**src/rtl/assert_macros.svh**
```systemverilog
// ---------------------------------------------------------------------------
// assert_macros.svh
// clocked assertion helpers shared by the contact controller rtl
// ---------------------------------------------------------------------------
`ifndef ASSERT_MACROS_SVH
`define ASSERT_MACROS_SVH

// plain property, checked on every clock outside reset
`define TPCC_ASSERT(label, prop, msg) \
    label: assert property (@(posedge i_clk) disable iff (!i_rst_n) (prop)) \
        else $error(msg);

// same-cycle implication
`define TPCC_ASSERT_IMP(label, ante, cons, msg) \
    label: assert property (@(posedge i_clk) disable iff (!i_rst_n) (ante) |-> (cons)) \
        else $error(msg);

// next-cycle implication
`define TPCC_ASSERT_NXT(label, ante, cons, msg) \
    label: assert property (@(posedge i_clk) disable iff (!i_rst_n) (ante) |=> (cons)) \
        else $error(msg);

`endif

```
**src/rtl/tpcc_pkg.sv**
```systemverilog
// ---------------------------------------------------------------------------
// tpcc_pkg
// shared types, constants and saturation helper for the contact controller
// ---------------------------------------------------------------------------
package tpcc_pkg;

    localparam int CFG_AW  = 5;
    localparam int GAIN_W  = 31;
    localparam int Q_W     = 32;
    localparam int OP_W    = 33;
    localparam int PROD_W  = 48;
    localparam int SUM_W   = 50;

    // phase codes
    localparam logic [1:0] PH_APPROACH  = 2'd0;
    localparam logic [1:0] PH_IMPEDANCE = 2'd1;
    localparam logic [1:0] PH_SLIDE     = 2'd2;

    // register indexes
    localparam logic [2:0] REG_APPROACH_KP    = 3'd0;
    localparam logic [2:0] REG_APPROACH_KI_DT = 3'd1;
    localparam logic [2:0] REG_APPROACH_KD_DT = 3'd2;
    localparam logic [2:0] REG_SLIDE_KP       = 3'd3;
    localparam logic [2:0] REG_SLIDE_KD_DT    = 3'd4;
    localparam logic [2:0] REG_STIFFNESS      = 3'd5;
    localparam logic [2:0] REG_DAMPING        = 3'd6;
    localparam logic [2:0] REG_VEL_EPSILON    = 3'd7;

    // reset values
    localparam logic [GAIN_W-1:0] RST_APPROACH_KP    = 31'd32768;
    localparam logic [GAIN_W-1:0] RST_APPROACH_KI_DT = 31'd66;
    localparam logic [GAIN_W-1:0] RST_APPROACH_KD_DT = 31'd65536;
    localparam logic [GAIN_W-1:0] RST_SLIDE_KP       = 31'd3277;
    localparam logic [GAIN_W-1:0] RST_SLIDE_KD_DT    = 31'd32768;
    localparam logic [GAIN_W-1:0] RST_STIFFNESS      = 31'd3277;
    localparam logic [GAIN_W-1:0] RST_DAMPING        = 31'd3277;
    localparam logic [GAIN_W-1:0] RST_VEL_EPSILON    = 31'd6554;

    localparam logic signed [SUM_W-1:0] SAT_HI = 50'sd2147483647;
    localparam logic signed [SUM_W-1:0] SAT_LO = -50'sd2147483648;

    typedef struct packed {
        logic [GAIN_W-1:0] approach_kp;
        logic [GAIN_W-1:0] approach_ki_dt;
        logic [GAIN_W-1:0] approach_kd_dt;
        logic [GAIN_W-1:0] slide_kp;
        logic [GAIN_W-1:0] slide_kd_dt;
        logic [GAIN_W-1:0] stiffness;
        logic [GAIN_W-1:0] damping;
        logic [GAIN_W-1:0] vel_epsilon;
    } t_gains;

    // three gain/operand pairs plus the tick's phase outcome
    typedef struct packed {
        logic [GAIN_W-1:0]      gain_a;
        logic signed [OP_W-1:0] op_a;
        logic [GAIN_W-1:0]      gain_b;
        logic signed [OP_W-1:0] op_b;
        logic [GAIN_W-1:0]      gain_c;
        logic signed [OP_W-1:0] op_c;
        logic [1:0]             phase;
        logic                   changed;
    } t_mul_ops;

    function automatic logic signed [Q_W-1:0] sat32(input logic signed [SUM_W-1:0] v);
        if (v > SAT_HI) begin
            return 32'sh7fffffff;
        end else if (v < SAT_LO) begin
            return 32'sh80000000;
        end else begin
            return v[Q_W-1:0];
        end
    endfunction

endpackage

```
**src/rtl/tpcc_phase.sv**
```systemverilog
// ---------------------------------------------------------------------------
// tpcc_phase
// phase supervisor: error terms, integral, phase state and multiplier operands
// ---------------------------------------------------------------------------
`include "assert_macros.svh"

module tpcc_phase (
    input  logic                          i_clk,
    input  logic                          i_rst_n,
    input  logic                          i_fire,
    input  logic signed [tpcc_pkg::Q_W-1:0] i_pos,
    input  logic signed [tpcc_pkg::Q_W-1:0] i_vel,
    input  logic signed [tpcc_pkg::Q_W-1:0] i_atgt,
    input  logic signed [tpcc_pkg::Q_W-1:0] i_ctgt,
    input  tpcc_pkg::t_gains              i_gains,
    output tpcc_pkg::t_mul_ops            o_ops
);
    import tpcc_pkg::*;

    logic [1:0]             r_phase;
    logic signed [Q_W-1:0]  r_integral;
    logic signed [Q_W-1:0]  r_prev_err;
    logic signed [Q_W-1:0]  r_held_err;

    logic [1:0]             n_phase;
    logic signed [Q_W-1:0]  n_integral;
    logic signed [Q_W-1:0]  n_prev_err;
    logic signed [Q_W-1:0]  n_held_err;

    logic signed [OP_W-1:0] w_pos;
    logic signed [OP_W-1:0] w_vel;
    logic signed [OP_W-1:0] w_neg_vel;
    logic signed [OP_W-1:0] w_mag_vel;
    logic signed [OP_W-1:0] w_raw_a;
    logic signed [OP_W-1:0] w_raw_c;
    logic signed [Q_W-1:0]  w_err;
    logic signed [OP_W-1:0] w_err_diff;
    logic signed [OP_W-1:0] w_integ_sum;
    logic signed [Q_W-1:0]  w_integ_new;
    logic                   w_slow;

    assign w_pos     = {i_pos[Q_W-1], i_pos};
    assign w_vel     = {i_vel[Q_W-1], i_vel};
    assign w_neg_vel = -w_vel;
    assign w_mag_vel = i_vel[Q_W-1] ? w_neg_vel : w_vel;
    assign w_slow    = w_mag_vel < $signed({2'b00, i_gains.vel_epsilon});

    assign w_raw_a = $signed({i_atgt[Q_W-1], i_atgt}) - w_pos;
    assign w_raw_c = $signed({i_ctgt[Q_W-1], i_ctgt}) - w_pos;
    assign w_err   = (r_phase == PH_APPROACH) ? sat32(SUM_W'(w_raw_a)) : sat32(SUM_W'(w_raw_c));

    // derivative uses the exact 33-bit difference
    assign w_err_diff  = $signed({w_err[Q_W-1], w_err}) - $signed({r_prev_err[Q_W-1], r_prev_err});
    assign w_integ_sum = $signed({w_err[Q_W-1], w_err})
                       + $signed({r_integral[Q_W-1], r_integral});
    assign w_integ_new = sat32(SUM_W'(w_integ_sum));

    always_comb begin
        n_phase       = r_phase;
        n_integral    = r_integral;
        n_prev_err    = r_prev_err;
        n_held_err    = r_held_err;
        o_ops.changed = 1'b0;
        case (r_phase)
            PH_APPROACH: begin
                n_integral   = w_integ_new;
                n_prev_err   = w_err;
                n_held_err   = w_err;
                o_ops.gain_a = i_gains.approach_kp;
                o_ops.op_a   = {w_err[Q_W-1], w_err};
                o_ops.gain_b = i_gains.approach_ki_dt;
                o_ops.op_b   = {w_integ_new[Q_W-1], w_integ_new};
                o_ops.gain_c = i_gains.approach_kd_dt;
                o_ops.op_c   = w_err_diff;
                if (i_pos < i_atgt) begin
                    n_phase       = PH_IMPEDANCE;
                    o_ops.changed = 1'b1;
                end
            end
            PH_IMPEDANCE: begin
                // held error and integral stay frozen here
                o_ops.gain_a = i_gains.stiffness;
                o_ops.op_a   = {r_held_err[Q_W-1], r_held_err};
                o_ops.gain_b = i_gains.damping;
                o_ops.op_b   = w_neg_vel;
                o_ops.gain_c = '0;
                o_ops.op_c   = '0;
                if (w_slow) begin
                    n_phase       = PH_SLIDE;
                    o_ops.changed = 1'b1;
                end
            end
            default: begin
                // slide, also taken for the unused code
                n_prev_err   = w_err;
                n_held_err   = w_err;
                o_ops.gain_a = i_gains.slide_kp;
                o_ops.op_a   = {w_err[Q_W-1], w_err};
                o_ops.gain_b = '0;
                o_ops.op_b   = '0;
                o_ops.gain_c = i_gains.slide_kd_dt;
                o_ops.op_c   = w_err_diff;
            end
        endcase
        o_ops.phase = n_phase;
    end

    always_ff @(posedge i_clk) begin
        if (!i_rst_n) begin
            r_phase    <= PH_APPROACH;
            r_integral <= '0;
            r_prev_err <= '0;
            r_held_err <= '0;
        end else if (i_fire) begin
            r_phase    <= n_phase;
            r_integral <= n_integral;
            r_prev_err <= n_prev_err;
            r_held_err <= n_held_err;
        end
    end

    `TPCC_ASSERT_NXT(a_slide_sticks, r_phase == PH_SLIDE, r_phase == PH_SLIDE, "left slide phase")
    `TPCC_ASSERT_NXT(a_state_idle, !i_fire, $stable(r_phase) && $stable(r_prev_err), "state moved without a transaction")
    `TPCC_ASSERT_NXT(a_integ_approach, i_fire && r_phase != PH_APPROACH, $stable(r_integral), "integral changed outside approach")

endmodule

```
**config.mk**
```make
export PLATFORM = sky130hd
export DESIGN_NAME = tpcc_phase
export DESIGN_NICKNAME = d
export VERILOG_FILES = /design/src/rtl/tpcc_pkg.sv /design/src/rtl/tpcc_phase.sv
export VERILOG_INCLUDE_DIRS = /design/src /design/src/rtl
export SDC_FILE = /design/constraint.sdc
export NUM_CORES = 1
export LEC_CHECK = 0
export ABC_AREA = 1
export BUFFER_PORTS_ARGS = -buffer_cell sky130_fd_sc_hd__clkbuf_2
export CAP_MARGIN = 25
export CORE_AREA = 3 3 222 224
export DETAILED_ROUTE_END_ITERATION = 12
export DIE_AREA = 0 0 225 227
export GPL_TIMING_DRIVEN = 0
export SYNTH_ARGS = -nofsm -noshare
export SYNTH_HDL_FRONTEND = slang
export SYNTH_SLANG_ARGS = --single-unit
```
**constraint.sdc**
```tcl
create_clock -name i_clk -period 5.8 [get_ports i_clk]
set_input_delay 1.16 -clock i_clk [delete_from_list [all_inputs] [get_ports i_clk]]
set_output_delay 1.16 -clock i_clk [all_outputs]
set_load 0.05 [all_outputs]
```
==> impl_metrics.json <==
{
  "dp.cells": 3997,
  "area_growth_pct": 62.8,
  "finish.instance_area_sq_mm": 0.0253,
  "min_path_type": "reg2reg",
  "cts_tree": "yes",
  "rsz0062_at_grt": "yes",
  "core-area_sq_mm": 0.0475,
  "antenna_found_initial": 3,
  "clock_latency_ns": 0.37,
  "worst_ep_arrival_time_ns": 5.67,
  "post-route-period-util_pct": 118,
  "timing_worst_setup_path_type": "in2out",
  "pin_count": 574,
  "dp_slack_ns": -1.64,
  "slew_headroom_pct": 25.9,
  "critical_path.top_delay_family": "simple AND/OR/NAND/NOR gates",
  "ys_ff_latch": 66,
  "skew_ns": 0.0143,
  "critical_path.endpoint_type": "output pin",
  "cpMostUsedCell": "nand2_2",
  "grt_pass1_wl_microns": 122000,
  "start_util_pct": 32.7,
  "overflow": 0,
  "dpl_cell_area_sq_mm": 0.0202,
  "worstSetupStartpointType": "primary input",
  "vias": 22197,
  "nFillCells": 4825,
  "worst_pin_slew_ns": 1.11,
  "cts_root_buf": "clkbuf_16",
  "grtUsageMet1_pct": 39.9,
  "syn_area_sq_mm": 0.0155,
  "layout_common_cells": "nand2_1 (593), clkbuf_2 (501), inv_1 (291)",
  "post_drt_wl_per_cell_microns": 21.0,
  "port_buffers": 572,
  "critPathMaxStageDelay_ns": 0.42,
  "hold_violations": 0,
  "synth.distinct_cells": 51,
  "vias_per_cell": 5.36,
  "netlist_instances": 2807,
  "grt_max_degree": 13,
  "drv_slew": 0,
  "layout_commonest_cell": "nand2_1",
  "finish.net_count": 4064,
  "htreeDepth": 3,
  "seq_power_share_pct": 4.5,
  "clk_path_buf_depth": 2,
  "peakVddDrop_mv": 0.827,
  "switchingPower_w": 0.00861,
  "status": "complete, but fails checks",
  "wl_microns": 87000,
  "met3_usage_pct": 5.84,
  "cts_buffers": 9,
  "total_power_w": 0.0147,
  "ys_seq_area_share_pct": 8.50,
  "p_int_w": 0.00614,
  "slowest_stage": "fa_2",
  "dieArea_sq_mm": 0.0511,
  "dp_hpwl_microns": 71300,
  "fp.dieH_microns": 227,
  "rows": 80,
  "grt_most_used_layer": "met2",
  "avgSynthCellArea_sq_um": 5.54,
  "grt_pass1_vias": 20434,
  "fin_crit_ns": 6.83,
  "grt_usage_pct": 31.4,
  "powerDensity_mw_per_mm2": 583,
  "drtAntennaViolNets": 0,
  "gp_congestion": 0.967,
  "die_w_microns": 225,
  "drt_iter0_drc": 2073,
  "crit_fanout": 5,
  "switching_share_pct": 58.4,
  "drive_above_1_share_pct": 40.0,
  "path_buf_inv": 8,
  "cap_violations": 0,
  "holdBufCountCts": 0,
  "syn-num-nets": 3352,
  "fmax_ghz": 0.146,
  "cts_sinks": 66,
  "pwr-share-comb_pct": 91.4,
  "clock_power_share_pct": 4.2,
  "yosys_warnings": 0,
  "worstPathRequired_ns": 4.64,
  "clkTransAtPathRegs_ns": 0.06,
  "violations": "setup timing",
  "setup_viol": 62,
  "final_cells": 4142,
  "p_leak_nw": 12.5,
  "met2_usage_pct": 52.4,
  "drc": 0,
  "dr.pass1.iters": 6,
  "hold_ws_ns": 0.543,
  "setup_slack_ns": -1.03
}
-- sequential cells by signal, indices dropped and copies added (netlist names) --
register,flops
r_held_err,32
r_integral,32
r_phase,2
-- final cells by class --
type / count / area, sq um / share of cell area (%)
well taps: 615 / 769 / 3.04
plain buffers: 102 / 631 / 2.49
clock buffers: 9 / 225 / 0.890
multi-input cells: 2287 / 16000 / 63.1
diodes: 3 / 7.51 / 0.0297
clock inverters: 7 / 93.8 / 0.371
flip-flops and latches: 66 / 1320 / 5.22
repair buffers: 700 / 4890 / 19.3
inverters: 353 / 1390 / 5.50
-- worst paths after layout --
kind | startpoint | slack [ns] | cells past startpoint | to
min reg2reg | r_held_err[17]$_SDFFE_PN0P_ | 0.54 | 2 | r_held_err[17]$_SDFFE_PN0P_
max | i_ctgt[0] | -1.03 | 39 | o_ops[96]
min | r_held_err[17]$_SDFFE_PN0P_ | 0.54 | 2 | r_held_err[17]$_SDFFE_PN0P_
max reg2reg | r_phase[1]$_SDFFE_PN0P_ | 1.04 | 26 | r_integral[23]$_SDFFE_PN0P_
-- what timing repair did --
| action | 4_1_cts | 5_1_grt |
|---|---|---|
| setup endpoints to repair | 68 | 68 |
| cloned | 5 | 3 |
| setup buffers | 49 | 70 |
| resized for setup | 463 | 492 |
| pin swaps | 86 | 127 |
-- stage by stage --
stage	setup TNS, ns	util [%]
CTS	-48.35	48.5
global placement	-89.17	42.4
detailed placement	-84.44	42.5
global route	-61.54	53.2
floorplan	-7.73	-
finish	-50.66	53.2
-- power by group through the flow --
stage	Clock (W)	Sequential [W]	Combinational [W]
floorplan	0	0.000627	0.00672
global placement	0	0.000644	0.00916
detailed placement	0	0.000644	0.00915
CTS	0.000616	0.000653	0.0119
global route	0.000636	0.000667	0.0141
finish	0.000613	0.000656	0.0135
-- layer usage --
metal | vias up | wire, microns
li1 | 10736 | -
met3 | 135 | 7810
met5 | - | 0
met1 | 10255 | 35200
met4 | 0 | 3680
met2 | 1071 | 40300
-- synth_stat cells (all sizes together) --
cell type / instances / area [sq um]
nand2: 820 / 3130
inv: 351 / 1320
a21oi: 278 / 1400
nor2: 273 / 1030
nand3: 231 / 1260
o21ai: 202 / 1030
ha: 162 / 2030
dfxtp: 66 / 1320
a22o: 62 / 543
clkbuf: 59 / 221
xor2: 54 / 480
buf: 43 / 279
nor3: 33 / 180
xnor2: 29 / 254
a22oi: 21 / 158
nor4: 19 / 119
o21bai: 19 / 143
nand4: 18 / 113
o21a: 16 / 120
a21o: 11 / 82.6
o211ai: 8 / 60.1
or2: 6 / 37.5
a21boi: 4 / 33.8
fa: 4 / 80.1
a211oi: 3 / 22.5
a31oi: 3 / 18.8
nand3b: 3 / 22.5
and2: 2 / 12.5
clkinv: 2 / 7.51
and3: 1 / 6.26
nor3b: 1 / 12.5
o211a: 1 / 10.0
o221ai: 1 / 8.76
o22ai: 1 / 6.26
-- logic make-up (layout without fill, tap and decap cells) --
logic type | count (synthesis) | in the layout | share of synthesized area, %
buffers and inverters | 455 | 1171 | 11.7
flip-flops | 66 | 66 | 8.50
other | 0 | 3 | 0
AO/OA/AOI/OAI | 630 | 630 | 23.3
XOR/XNOR | 83 | 83 | 4.73
adder cells (fa/ha/maj) | 166 | 166 | 13.6
AND/OR/NAND/NOR | 1407 | 1408 | 38.1
-- tightest hold or removal path, delay by kind of cell, from the launching register on --
family | cells | cell delay (ns)
DFF | 1 | 0.31
AOI/OAI and AO/OA | 2 | 0.19
No activity file was read; power rests on OpenSTA's default activity.
